$ cat src/sv/sfp_pkg.sv
// shared types, lookup tables and constants for the table sine block
`default_nettype none
package sfp_pkg;

    localparam int PHASE_W = 16;
    localparam int AMP_W   = 16;
    localparam int OUT_W   = 17;
    localparam int TRIG_W  = 16;
    localparam int CORR_W  = 16;
    localparam int RES_W   = 13;
    localparam int CIDX_W  = 5;
    localparam int RIDX_W  = 6;

    localparam logic [PHASE_W:0] HALF_STEP = 17'd1024;
    localparam logic [11:0]      RIDX_BIAS = 12'd32;
    localparam logic [CIDX_W-1:0] QUARTER  = 5'd8;

    // one classified request passed from front to back
    typedef struct packed {
        logic signed [TRIG_W-1:0] s;
        logic signed [TRIG_W-1:0] c;
        logic        [CORR_W-1:0] d;
        logic signed [RES_W-1:0]  res;
    } sfp_item_t;

    // coarse sine, full scale pi * 2^13
    function automatic logic signed [TRIG_W-1:0] coarse_sine(input logic [CIDX_W-1:0] i);
        logic signed [TRIG_W-1:0] v;
        unique case (i)
            5'd0:  v = 16'sd0;
            5'd1:  v = 16'sd5021;
            5'd2:  v = 16'sd9849;
            5'd3:  v = 16'sd14298;
            5'd4:  v = 16'sd18198;
            5'd5:  v = 16'sd21399;
            5'd6:  v = 16'sd23777;
            5'd7:  v = 16'sd25241;
            5'd8:  v = 16'sd25736;
            5'd9:  v = 16'sd25241;
            5'd10: v = 16'sd23777;
            5'd11: v = 16'sd21399;
            5'd12: v = 16'sd18198;
            5'd13: v = 16'sd14298;
            5'd14: v = 16'sd9849;
            5'd15: v = 16'sd5021;
            5'd16: v = 16'sd0;
            5'd17: v = -16'sd5021;
            5'd18: v = -16'sd9849;
            5'd19: v = -16'sd14298;
            5'd20: v = -16'sd18198;
            5'd21: v = -16'sd21399;
            5'd22: v = -16'sd23777;
            5'd23: v = -16'sd25241;
            5'd24: v = -16'sd25736;
            5'd25: v = -16'sd25241;
            5'd26: v = -16'sd23777;
            5'd27: v = -16'sd21399;
            5'd28: v = -16'sd18198;
            5'd29: v = -16'sd14298;
            5'd30: v = -16'sd9849;
            default: v = -16'sd5021;
        endcase
        return v;
    endfunction

    // 2^17/pi * cos(residual)
    function automatic logic [CORR_W-1:0] cos_corr(input logic [RIDX_W-1:0] i);
        logic [CORR_W-1:0] v;
        unique case (i)
            6'd0:  v = 16'd41521;
            6'd1:  v = 16'd41545;
            6'd2:  v = 16'd41568;
            6'd3:  v = 16'd41589;
            6'd4:  v = 16'd41608;
            6'd5:  v = 16'd41627;
            6'd6:  v = 16'd41643;
            6'd7:  v = 16'd41658;
            6'd8:  v = 16'd41671;
            6'd9:  v = 16'd41683;
            6'd10: v = 16'd41693;
            6'd11: v = 16'd41702;
            6'd12: v = 16'd41709;
            6'd13: v = 16'd41714;
            6'd14: v = 16'd41718;
            6'd15: v = 16'd41721;
            6'd16: v = 16'd41722;
            6'd17: v = 16'd41721;
            6'd18: v = 16'd41718;
            6'd19: v = 16'd41714;
            6'd20: v = 16'd41709;
            6'd21: v = 16'd41702;
            6'd22: v = 16'd41693;
            6'd23: v = 16'd41683;
            6'd24: v = 16'd41671;
            6'd25: v = 16'd41658;
            6'd26: v = 16'd41643;
            6'd27: v = 16'd41627;
            6'd28: v = 16'd41608;
            6'd29: v = 16'd41589;
            6'd30: v = 16'd41568;
            6'd31: v = 16'd41545;
            default: v = 16'd41521;
        endcase
        return v;
    endfunction

endpackage
`default_nettype wire

$ cat src/sv/sine_from_phase_table_interp.sv
// Table sine with angle-addition correction, scaled by a Q15 amplitude.
// A phase request is accepted on every cycle that full is low, and one signed
// 17-bit result comes out per request, in order, at a sustained rate of one
// per clock while pop is held high. The front register does the coarse-angle
// split and the table lookups, a queue decouples it from the back pipeline
// (two products, round, amplitude product, round and clip over three register
// stages), and a result queue holds finished values until popped. A result
// passes the front register, the middle queue, the three back stages and the
// result queue in that order. amplitude is taken on any cycle (cfg_ready is
// always high) and should be changed only while no request is in flight.
`default_nettype none
module sine_from_phase_table_interp
    import sfp_pkg::*;
#(
    parameter int QUEUE_DEPTH = 4
) (
    input  wire logic               clk,
    input  wire logic               rst_n,
    input  wire logic               push,
    output logic                    full,
    input  wire logic [PHASE_W-1:0] phase,
    output logic                    empty,
    input  wire logic               pop,
    output logic      [OUT_W-1:0]   sine_out,
    input  wire logic               cfg_valid,
    output logic                    cfg_ready,
    input  wire logic [AMP_W-1:0]   cfg_data
);

    logic [AMP_W-1:0] amplitude_reg, amplitude_next;
    logic             f_push, f_full;
    sfp_item_t        f_item;
    logic             m_empty, m_pop;
    sfp_item_t        m_item;
    logic             o_push, o_full;
    logic [OUT_W-1:0] o_data;

    assign cfg_ready      = 1'b1;
    assign amplitude_next = (cfg_valid && cfg_ready) ? cfg_data : amplitude_reg;

    always_ff @(posedge clk or negedge rst_n)
    begin
        if (!rst_n)
        begin
            amplitude_reg <= 16'd32768;
        end
        else
        begin
            amplitude_reg <= amplitude_next;
        end
    end

    sfp_front u_front (
        .clk    (clk),
        .rst_n  (rst_n),
        .push   (push),
        .full   (full),
        .phase  (phase),
        .q_push (f_push),
        .q_full (f_full),
        .q_item (f_item)
    );

    sfp_fifo #(
        .WIDTH ($bits(sfp_item_t)),
        .DEPTH (QUEUE_DEPTH)
    ) u_mid_q (
        .clk   (clk),
        .rst_n (rst_n),
        .push  (f_push),
        .full  (f_full),
        .wdata (f_item),
        .pop   (m_pop),
        .empty (m_empty),
        .rdata (m_item)
    );

    sfp_back u_back (
        .clk       (clk),
        .rst_n     (rst_n),
        .q_empty   (m_empty),
        .q_item    (m_item),
        .q_pop     (m_pop),
        .amplitude (amplitude_reg),
        .o_push    (o_push),
        .o_full    (o_full),
        .o_data    (o_data)
    );

    sfp_fifo #(
        .WIDTH (OUT_W),
        .DEPTH (QUEUE_DEPTH)
    ) u_out_q (
        .clk   (clk),
        .rst_n (rst_n),
        .push  (o_push),
        .full  (o_full),
        .wdata (o_data),
        .pop   (pop),
        .empty (empty),
        .rdata (sine_out)
    );

endmodule
`default_nettype wire

$ cat src/sv/sfp_fifo.sv
// small first-in first-out queue with push/full and pop/empty sides
`default_nettype none
module sfp_fifo
    import sfp_pkg::*;
#(
    parameter int WIDTH = 8,
    parameter int DEPTH = 4
) (
    input  wire logic             clk,
    input  wire logic             rst_n,
    input  wire logic             push,
    output logic                  full,
    input  wire logic [WIDTH-1:0] wdata,
    input  wire logic             pop,
    output logic                  empty,
    output logic      [WIDTH-1:0] rdata
);

    localparam int PTR_W = (DEPTH > 1) ? $clog2(DEPTH) : 1;
    localparam int CNT_W = $clog2(DEPTH + 1);

    logic [WIDTH-1:0] mem [DEPTH];
    logic [PTR_W-1:0] wr_ptr_reg, wr_ptr_next;
    logic [PTR_W-1:0] rd_ptr_reg, rd_ptr_next;
    logic [CNT_W-1:0] count_reg, count_next;
    logic             do_push, do_pop;

    assign full    = (count_reg == CNT_W'(DEPTH));
    assign empty   = (count_reg == '0);
    assign do_push = push && !full;
    assign do_pop  = pop && !empty;
    assign rdata   = mem[rd_ptr_reg];

    always_comb
    begin
        wr_ptr_next = wr_ptr_reg;
        rd_ptr_next = rd_ptr_reg;
        count_next  = count_reg;
        if (do_push)
        begin
            wr_ptr_next = (wr_ptr_reg == PTR_W'(DEPTH - 1)) ? '0 : wr_ptr_reg + 1'b1;
        end
        if (do_pop)
        begin
            rd_ptr_next = (rd_ptr_reg == PTR_W'(DEPTH - 1)) ? '0 : rd_ptr_reg + 1'b1;
        end
        if (do_push && !do_pop)
        begin
            count_next = count_reg + 1'b1;
        end
        else if (do_pop && !do_push)
        begin
            count_next = count_reg - 1'b1;
        end
    end

    always_ff @(posedge clk or negedge rst_n)
    begin
        if (!rst_n)
        begin
            wr_ptr_reg <= '0;
            rd_ptr_reg <= '0;
            count_reg  <= '0;
        end
        else
        begin
            wr_ptr_reg <= wr_ptr_next;
            rd_ptr_reg <= rd_ptr_next;
            count_reg  <= count_next;
        end
    end

    always_ff @(posedge clk)
    begin
        if (do_push)
        begin
            mem[wr_ptr_reg] <= wdata;
        end
    end

    a_count_bound: assert property (@(posedge clk) disable iff (!rst_n)
        count_reg <= CNT_W'(DEPTH))
        else $error("queue count above depth");

    a_push_only: assert property (@(posedge clk) disable iff (!rst_n)
        (do_push && !do_pop) |=> count_reg == $past(count_reg) + 1'b1)
        else $error("queue count did not grow on push");

    a_pop_only: assert property (@(posedge clk) disable iff (!rst_n)
        (do_pop && !do_push) |=> count_reg == $past(count_reg) - 1'b1)
        else $error("queue count did not shrink on pop");

endmodule
`default_nettype wire

$ cat src/sv/sfp_front.sv
// front end: splits the phase into coarse angle and residual, looks up the tables
`default_nettype none
module sfp_front
    import sfp_pkg::*;
(
    input  wire logic               clk,
    input  wire logic               rst_n,
    input  wire logic               push,
    output logic                    full,
    input  wire logic [PHASE_W-1:0] phase,
    output logic                    q_push,
    input  wire logic               q_full,
    output sfp_item_t               q_item
);

    logic             valid_reg, valid_next;
    sfp_item_t        item_reg, item_next;
    logic             accept, advance;
    logic [PHASE_W:0] t;
    logic [CIDX_W-1:0] cidx;
    logic [11:0]      rsum;
    logic [RIDX_W-1:0] ridx;

    assign advance = !valid_reg || !q_full;
    assign full    = !advance;
    assign accept  = push && advance;
    assign q_push  = valid_reg;
    assign q_item  = item_reg;

    always_comb
    begin
        // round to the nearest of 32 coarse angles; index 32 wraps to 0
        t    = {1'b0, phase} + HALF_STEP;
        cidx = t[PHASE_W-1:11];
        rsum = {1'b0, t[10:0]} + RIDX_BIAS;
        ridx = rsum[11:6];

        item_next.s   = coarse_sine(cidx);
        item_next.c   = coarse_sine(cidx + QUARTER);
        item_next.d   = cos_corr(ridx);
        // residual times four, low bits of t offset by half a step
        item_next.res = {~t[10], t[9:0], 2'b00};

        valid_next = valid_reg;
        if (advance)
        begin
            valid_next = accept;
        end
    end

    always_ff @(posedge clk or negedge rst_n)
    begin
        if (!rst_n)
        begin
            valid_reg <= 1'b0;
        end
        else
        begin
            valid_reg <= valid_next;
        end
    end

    always_ff @(posedge clk)
    begin
        if (accept)
        begin
            item_reg <= item_next;
        end
    end

endmodule
`default_nettype wire

$ cat src/sv/sfp_back.sv
// back end: angle-addition products, rounding, amplitude scaling and saturation
`default_nettype none
module sfp_back
    import sfp_pkg::*;
(
    input  wire logic             clk,
    input  wire logic             rst_n,
    input  wire logic             q_empty,
    input  wire sfp_item_t        q_item,
    output logic                  q_pop,
    input  wire logic [AMP_W-1:0] amplitude,
    output logic                  o_push,
    input  wire logic             o_full,
    output logic      [OUT_W-1:0] o_data
);

    logic               va_reg, vb_reg, vc_reg;
    logic               adv;
    logic signed [32:0] p_sd_reg, p_sd_next;
    logic signed [28:0] p_cr_reg, p_cr_next;
    logic signed [33:0] sum_b;
    logic signed [18:0] acc_reg, acc_next;
    logic signed [35:0] prod_reg, prod_next;
    logic signed [36:0] sum_d;
    logic signed [21:0] v_d;

    assign adv   = !vc_reg || !o_full;
    assign q_pop = adv && !q_empty;

    always_comb
    begin
        p_sd_next = q_item.s * $signed({1'b0, q_item.d});
        p_cr_next = q_item.c * q_item.res;

        sum_b    = 34'(p_sd_reg) + 34'(p_cr_reg) + 34'sd16384;
        acc_next = sum_b[33:15];

        prod_next = acc_reg * $signed({1'b0, amplitude});

        sum_d = 37'(prod_reg) + 37'sd16384;
        v_d   = sum_d[36:15];
        // clip to the 17-bit range
        if (v_d > 22'sd65535)
        begin
            o_data = 17'h0FFFF;
        end
        else if (v_d < -22'sd65536)
        begin
            o_data = 17'h10000;
        end
        else
        begin
            o_data = v_d[OUT_W-1:0];
        end
    end

    assign o_push = vc_reg && !o_full;

    always_ff @(posedge clk or negedge rst_n)
    begin
        if (!rst_n)
        begin
            va_reg <= 1'b0;
            vb_reg <= 1'b0;
            vc_reg <= 1'b0;
        end
        else if (adv)
        begin
            va_reg <= !q_empty;
            vb_reg <= va_reg;
            vc_reg <= vb_reg;
        end
    end

    always_ff @(posedge clk)
    begin
        if (adv)
        begin
            p_sd_reg <= p_sd_next;
            p_cr_reg <= p_cr_next;
            acc_reg  <= acc_next;
            prod_reg <= prod_next;
        end
    end

endmodule
`default_nettype wire
$ cat config.mk
export PLATFORM = sky130hd
export DESIGN_NAME = sine_from_phase_table_interp
export DESIGN_NICKNAME = d
export VERILOG_FILES = /design/src/sv/sfp_pkg.sv /design/src/sv/sine_from_phase_table_interp.sv /design/src/sv/sfp_fifo.sv /design/src/sv/sfp_front.sv /design/src/sv/sfp_back.sv
export SDC_FILE = /design/constraint.sdc
export NUM_CORES = 2
export LEC_CHECK = 0
export ABC_AREA = 1
export BUFFER_PORTS_ARGS = -buffer_cell sky130_fd_sc_hd__buf_4
export CORE_MARGIN = 3
export CORE_UTILIZATION = 65
export DETAILED_ROUTE_END_ITERATION = 12
export PLACE_DENSITY = 0.82
export RECOVER_POWER = 25
export REMOVE_ABC_BUFFERS = 1
export SLEW_MARGIN = 20
export SYNTH_ARGS = -nofsm -noshare
export SYNTH_HDL_FRONTEND = slang
export SYNTH_SLANG_ARGS = --single-unit
$ cat constraint.sdc
create_clock -name clk -period 8.9 [get_ports clk]
set_input_delay 0.89 -clock clk [delete_from_list [all_inputs] [get_ports clk]]
set_output_delay 0.89 -clock clk [all_outputs]
set_load 0.005 [all_outputs]
**Word-level counts from Yosys, hierarchy flattened**

Memories as Yosys holds them, arrays and structs flattened. A register that Yosys moved wholly into a read port is not among the register bits.
Index checks and enable logic that the tools add are counted.

- Bits in writable memories: 304
- Word-level logic and storage cells: 90
- Register bits: 178
- Input port bits: 37
- Output and inout bits: 20
- Bits in latches: 0
- ROM bits: 1280
- Memories: 5

- Bitwise logic cells: 1
- Shift operators: 0
- Multipliers: 3
- Equal/unequal tests: 6
- Multiplexer cells: 14
- Magnitude comparators: 2
- Reductions and logical operators: 28
- $add $sub $neg: 14
- Div/mod/pow operators: 0

Memory list:

| memory | depth | width | rd ports | clocked after memory_dff | write ports | line | RTL |
|---|---|---|---|---|---|---|---|
| (no name shown) | 32 | 16 | 1 | 1 | 0 | sfp_pkg.sv:29 | `unique case (i)` |
| (no name shown) | 32 | 16 | 1 | 1 | 0 | sfp_pkg.sv:29 |  |
| (no name shown) | 32 | 8 | 1 | 1 | 0 | sfp_pkg.sv:69 | `unique case (i)` |
| u_mid_q.mem | 4 | 59 | 1 | 0 | 1 | sfp_fifo.sv:22 | `logic [WIDTH-1:0] mem [DEPTH];` |
| u_out_q.mem | 4 | 17 | 1 | 0 | 1 | sfp_fifo.sv:22 |  |

Operators with widths:

| operator | count |
|---|---|
| $add 36x16->37 const B | 1 |
| $mul 19x17->36 | 1 |
| $add 33x29->34 | 1 |
| $add 34x16->34 const B | 1 |
| $mux 17 | 2 |
| $mul 16x17->33 | 1 |
| $mul 16x13->29 | 1 |
| $gt 22x17->1 const B | 1 |
| $lt 22x17->1 const B | 1 |
| $add 16x11->16 const B | 1 |
| $add 11x6->12 const B | 1 |
| $mux 3 | 4 |
| $logic_and 1x1->1 | 11 |
| $logic_not 1->1 | 11 |
| $add 2x1->2 const B | 4 |
| $eq 2x2->1 const B | 4 |
| $mux 2 | 4 |
| $add 3x1->3 const B | 2 |
| $eq 3x3->1 const B | 2 |
| $logic_not 3->1 | 2 |
| $sub 3x1->3 const B | 2 |
| $add 5x4->5 const B | 1 |
| $mux 1 | 4 |
| $reduce_bool 2->1 | 2 |
| 2 further kinds | 3 |

**Depth between registers and ports, before layout**

- Depth after elaboration: 8
- Mapped depth: 32
- Gate-level depth less buffers: 29

**By module**

From an unflattened synthesis, not the netlist that was laid out.

- Cells, all modules: 6181
- Area, all modules: 53196.0 µm²

By module, submodules not included:

| module | seq. area each (µm²) | instances | cells an instance | area each (µm²) |
|---|---|---|---|---|
| sfp_back | 3168.0 | 1 | 4617 | 35745.5 |
| sfp_fifo at u_mid_q | 7502.2 | 1 | 772 | 10069.7 |
| sfp_front | 1496.4 | 1 | 463 | 3510.9 |
| sfp_fifo at u_out_q | 2217.1 | 1 | 259 | 3213.1 |
| sine_from_phase_table_interp | 401.6 | 1 | 70 | 656.9 |

**Worst setup path before layout**

No wires, ideal clock.

- Path kind: register -> register
- From: register u_mid_q.rd_ptr_reg[0]
- To: register u_back.p_sd_reg[32] (data pin)
- Arrival time: 5830 ps
- Stages on the path, launching flop included: 25
- Path buffers: 2
- Library setup time: 252 ps
- Data required time: 8648 ps
- Period minus slack after synthesis: 6083 ps
- Slack: 2817 ps
- Path through: dfrtp_1 buf_4 clkinv_4 buf_2 nand2_1 a32oi_1 inv_1 nor2_1 fa_1 fa_1 inv_1 fa_1 inv_1 fa_1 fa_1 fa_1 ha_1 nand2_1 nor2_1 and3_1 nand2_1 nand3_1 nand3_1 nand3b_1 nand2_1

- Longest elaborated chain between the ends: 2

Ends and longest elaborated chain:

| what | line | RTL |
|---|---|---|
| start: declaration | sfp_fifo.sv:24 | `logic [PTR_W-1:0] rd_ptr_reg, rd_ptr_next;` |
| start signal: assignment | sfp_fifo.sv:68 | `rd_ptr_reg <= rd_ptr_next;` |
| $mem_v2 4x59 | -- |  |
| $mul 16x17->33 | sfp_back.sv:32 | `p_sd_next = q_item.s * $signed({1'b0, q_item.d});` |
| named net u_back.p_sd_next[32] | sfp_back.sv:19 | `logic signed [32:0] p_sd_reg, p_sd_next;` |
| end signal: assignment | sfp_back.sv:79 | `p_sd_reg <= p_sd_next;` |
| end: declaration | sfp_back.sv:19 |  |

The timed path passes the listed nets, and every way through them passes these cells.
A chain may end at the register's enable or synchronous reset.

**Worst setup path after layout**

- From: register u_mid_q.rd_ptr_reg[1]
- To: register u_back.p_sd_reg[21] (data pin)

The elaborated chain is that of the path after synthesis.

==> reports/metrics.yaml <==
clock_network:
  ctsHtreeMaxLevel: 2
  root_buffer: "clkbuf_16"
  path_clk_slew_ps: 60
  ctsHoldBuffers: 0
  cts_buffers: 48
  cts_setup_buffers: 0
  cts_tree: "yes"
  clk_latency_ps: 630
  cts_resized: 0
  clock_path_buffers: 3
  cts.sinks: 446
synth:
  synth_top_family_by_area: "adder cells"
  yosysTopAreaCellShare_pct: 26.7
  synth_top_area_cell: "edfxtp_1"
  ys_seq_elements: 446
  synth-async-reset-ratio_pct: 7.62
  yosysWarnings: 0
  synth_cells: 5130
  yosys_most_used_dff: "edfxtp_1"
  syn_area_um2: 46300
  synth_edf_count: 412
  synth_top_cells_by_area: "edfxtp_1 27%, fa_1 25%, ha_1 11%, inv_1 9.3%, nand2_1 9.1%"
  synthAdderAreaFrac_pct: 36.6
  synth-xor-area-share_pct: 1.91
  muxShareOfSynthArea_pct: 0.389
  ys_types: 54
  synth_compound_area_share_pct: 6.87
  synth.avg_cell_area_um2: 9.03
  synth-simple-area-share_pct: 14.9
  ys_seq_area_share_pct: 28.5
sta:
  setup_viol: 0
  fin_crit_ps: 7130
  timing.final.hold_violations: 0
  fin_crit_sh_pct: 80.1
  fin_worst_skew_ps: 55.1
  relSlewSlack_pct: -67.7
  tightestPinTransition_ps: 2520
  rsz0062_at_grt: "false"
  fin_tns_setup_ps: 0
  slew_violations: 35
  max_freq_mhz: 140
global_routing:
  gr-total-overflow: 0
  grt_pass1_wl_um: 182000
  grt_use_total_pct: 30.7
  antenna_found_initial: 1
  grt_pass1_vias: 36100
  grt_start_max_net_pins: 101
floorplan:
  die_area_um2: 74500
  initial_utilization_pct: 65.9
  fp.coreArea_um2: 70300
  io_pins: 57
  row_count: 97
  dieWidth_um: 273
  die_y_um: 273
route:
  drt_iter0_drc: 2606
  viasPerCell: 5.61
  vias: 34200
  wl_per_cell_um: 18.2
  routed_wirelength_um: 111000
  ant_nets: 0
  firstDrtPassIters: 8
  drc: 0
final_layout:
  layout_common_cells: "1146 x inv_1, 1121 x nand2_1, 587 x fa_1"
  multiInputGateArea_um2: 28200
  final_common_cell: "inv_1"
  regMostFlops: "u_mid_q.mem"
  drive_gt1_share_pct: 4.44
  num-nets-final: 6165
  diodes: 0
  seq_area_um2: 13200
  fillCellCount: 5257
  synthToLayoutAreaGrowth_pct: 6.11
  largest_reg_flops: 196
status:
  violations: "capacitance limit, slew limit"
  outcome: "finished, violations left"
place:
  hpwl_um: 86900
  io_buffers: 55
  place_congestion: 1.02
worst_hold_path:
  hold_path_class: "reg2reg"
  whs_path_depth: 2
setup_path:
  r2r_end: "u_back.p_sd_reg[21]"
  cp.arrival_ps: 7570
  reg2reg_depth: 21
  endpoint: "u_back.p_sd_reg[21]"
  cp-startpoint: "u_mid_q.rd_ptr_reg[1]"
  crit_type: "reg2reg"
  worst_setup_path_end_kind: "register"
  start_kind: "register"
  r2r_start: "u_mid_q.rd_ptr_reg[1]"
  cp_max_fo: 46
  reg2reg_slack_ps: 1770
  crit_required_ps: 9350
flow_run:
  drv_cap: 1
==> stage by stage <==
stage          setup slack (ps)  cells  hold WS [ps]  cell area [µm²]  util [%]
2_1_floorplan               725   4990           420            45700         -
3_3_place_gp               2030   6014           435            47600      67.7
3_5_place_dp               1960   6014           434            47600      67.7
4_1_cts                    1900   6103           264            49200      70.0
5_1_grt                    1440   6103           441            49200      70.0
6_report                   1770   6103           453            49200      70.0
==> cell type report <==
type / count / area share (%)
repair buffers: 84 / 1.28
inverters: 1156 / 8.85
flip-flops and latches: 446 / 26.9
clock inverters: 38 / 0.802
multi-input cells: 3388 / 57.3
clock buffers: 51 / 2.47
well taps: 940 / 2.39
==> critical path, cell delays in order, from the launching register on <==
cell and delay, ps:
dfrtp_1 420, clkinv_2 410, buf_12 350, a32oi_2 470
inv_1 310, nor2_1 360, fa_1 510, fa_1 520
inv_1 60, fa_1 550, inv_1 50, fa_1 440
fa_1 530, fa_1 430, ha_1 390, nand2_1 110
nor2_1 190, inv_1 100, nor2_1 210, nand4_1 190
nand2_1 120, xor2_1 200
==> cell usage after synthesis (4+ instances only) <==
| master | n |
|---|---|
| nor4_1 | 6 |
| inv_2 | 6 |
| a21o_1 | 20 |
| mux2_2 | 16 |
| nand2_2 | 4 |
| o221ai_1 | 5 |
| fa_1 | 587 |
| nor2_1 | 428 |
| o21bai_1 | 16 |
| xor2_1 | 68 |
| or2_2 | 5 |
| o211ai_1 | 13 |
| xnor2_1 | 31 |
| a21boi_0 | 5 |
| inv_1 | 1147 |
| nand3b_1 | 6 |
| dfrtp_1 | 33 |
| nor3_1 | 21 |
| nand3_1 | 119 |
| buf_2 | 38 |
| clkbuf_1 | 88 |
| a32oi_2 | 23 |
| o21ai_0 | 162 |
| buf_4 | 9 |
| edfxtp_1 | 412 |
| a31oi_1 | 14 |
| o22ai_1 | 22 |
| o21a_1 | 8 |
| nand4_1 | 27 |
| nand2_1 | 1121 |
| a21oi_1 | 196 |
| a32oi_1 | 25 |
| ha_1 | 417 |
==> routing by layer <==
layer | wire length [µm] | global-route usage [%] | up-vias
li1 | - | - | 16000
met1 | 42700 | 38.1 | 16600
met2 | 55300 | 53.5 | 1311
met3 | 7180 | 4.21 | 329
met4 | 5860 | 14.6 | 2
met5 | 13 | 0 | -
==> cells by family (layout without fill, tap and decap cells) <==
family / after synthesis / after routing
compound gates: 518 / 518
xor+xnor: 100 / 100
simple gates: 1749 / 1749
mux: 16 / 16
flops: 446 / 446
other cells: 1 / 1
fa+ha+maj: 1004 / 1004
buf+inv: 1296 / 1329
==> how the worst min path moves through the flow <==
stage / startpoint / to / slack, ps
2_1_floorplan: u_back.vb_reg / u_back.vc_reg / 420
6_report: u_back.vb_reg / u_back.vc_reg / 450
3_5_place_dp: u_back.vb_reg / u_back.vc_reg / 430
5_1_grt: phase[4] / u_front.q_item[6] / 440
4_1_cts: rst_n / u_mid_q.count_reg[1] / 260
3_3_place_gp: u_back.vb_reg / u_back.vc_reg / 430
Power is not shown: default switching activity piles up to over one toggle a cycle in this logic, so the estimate is an artifact.
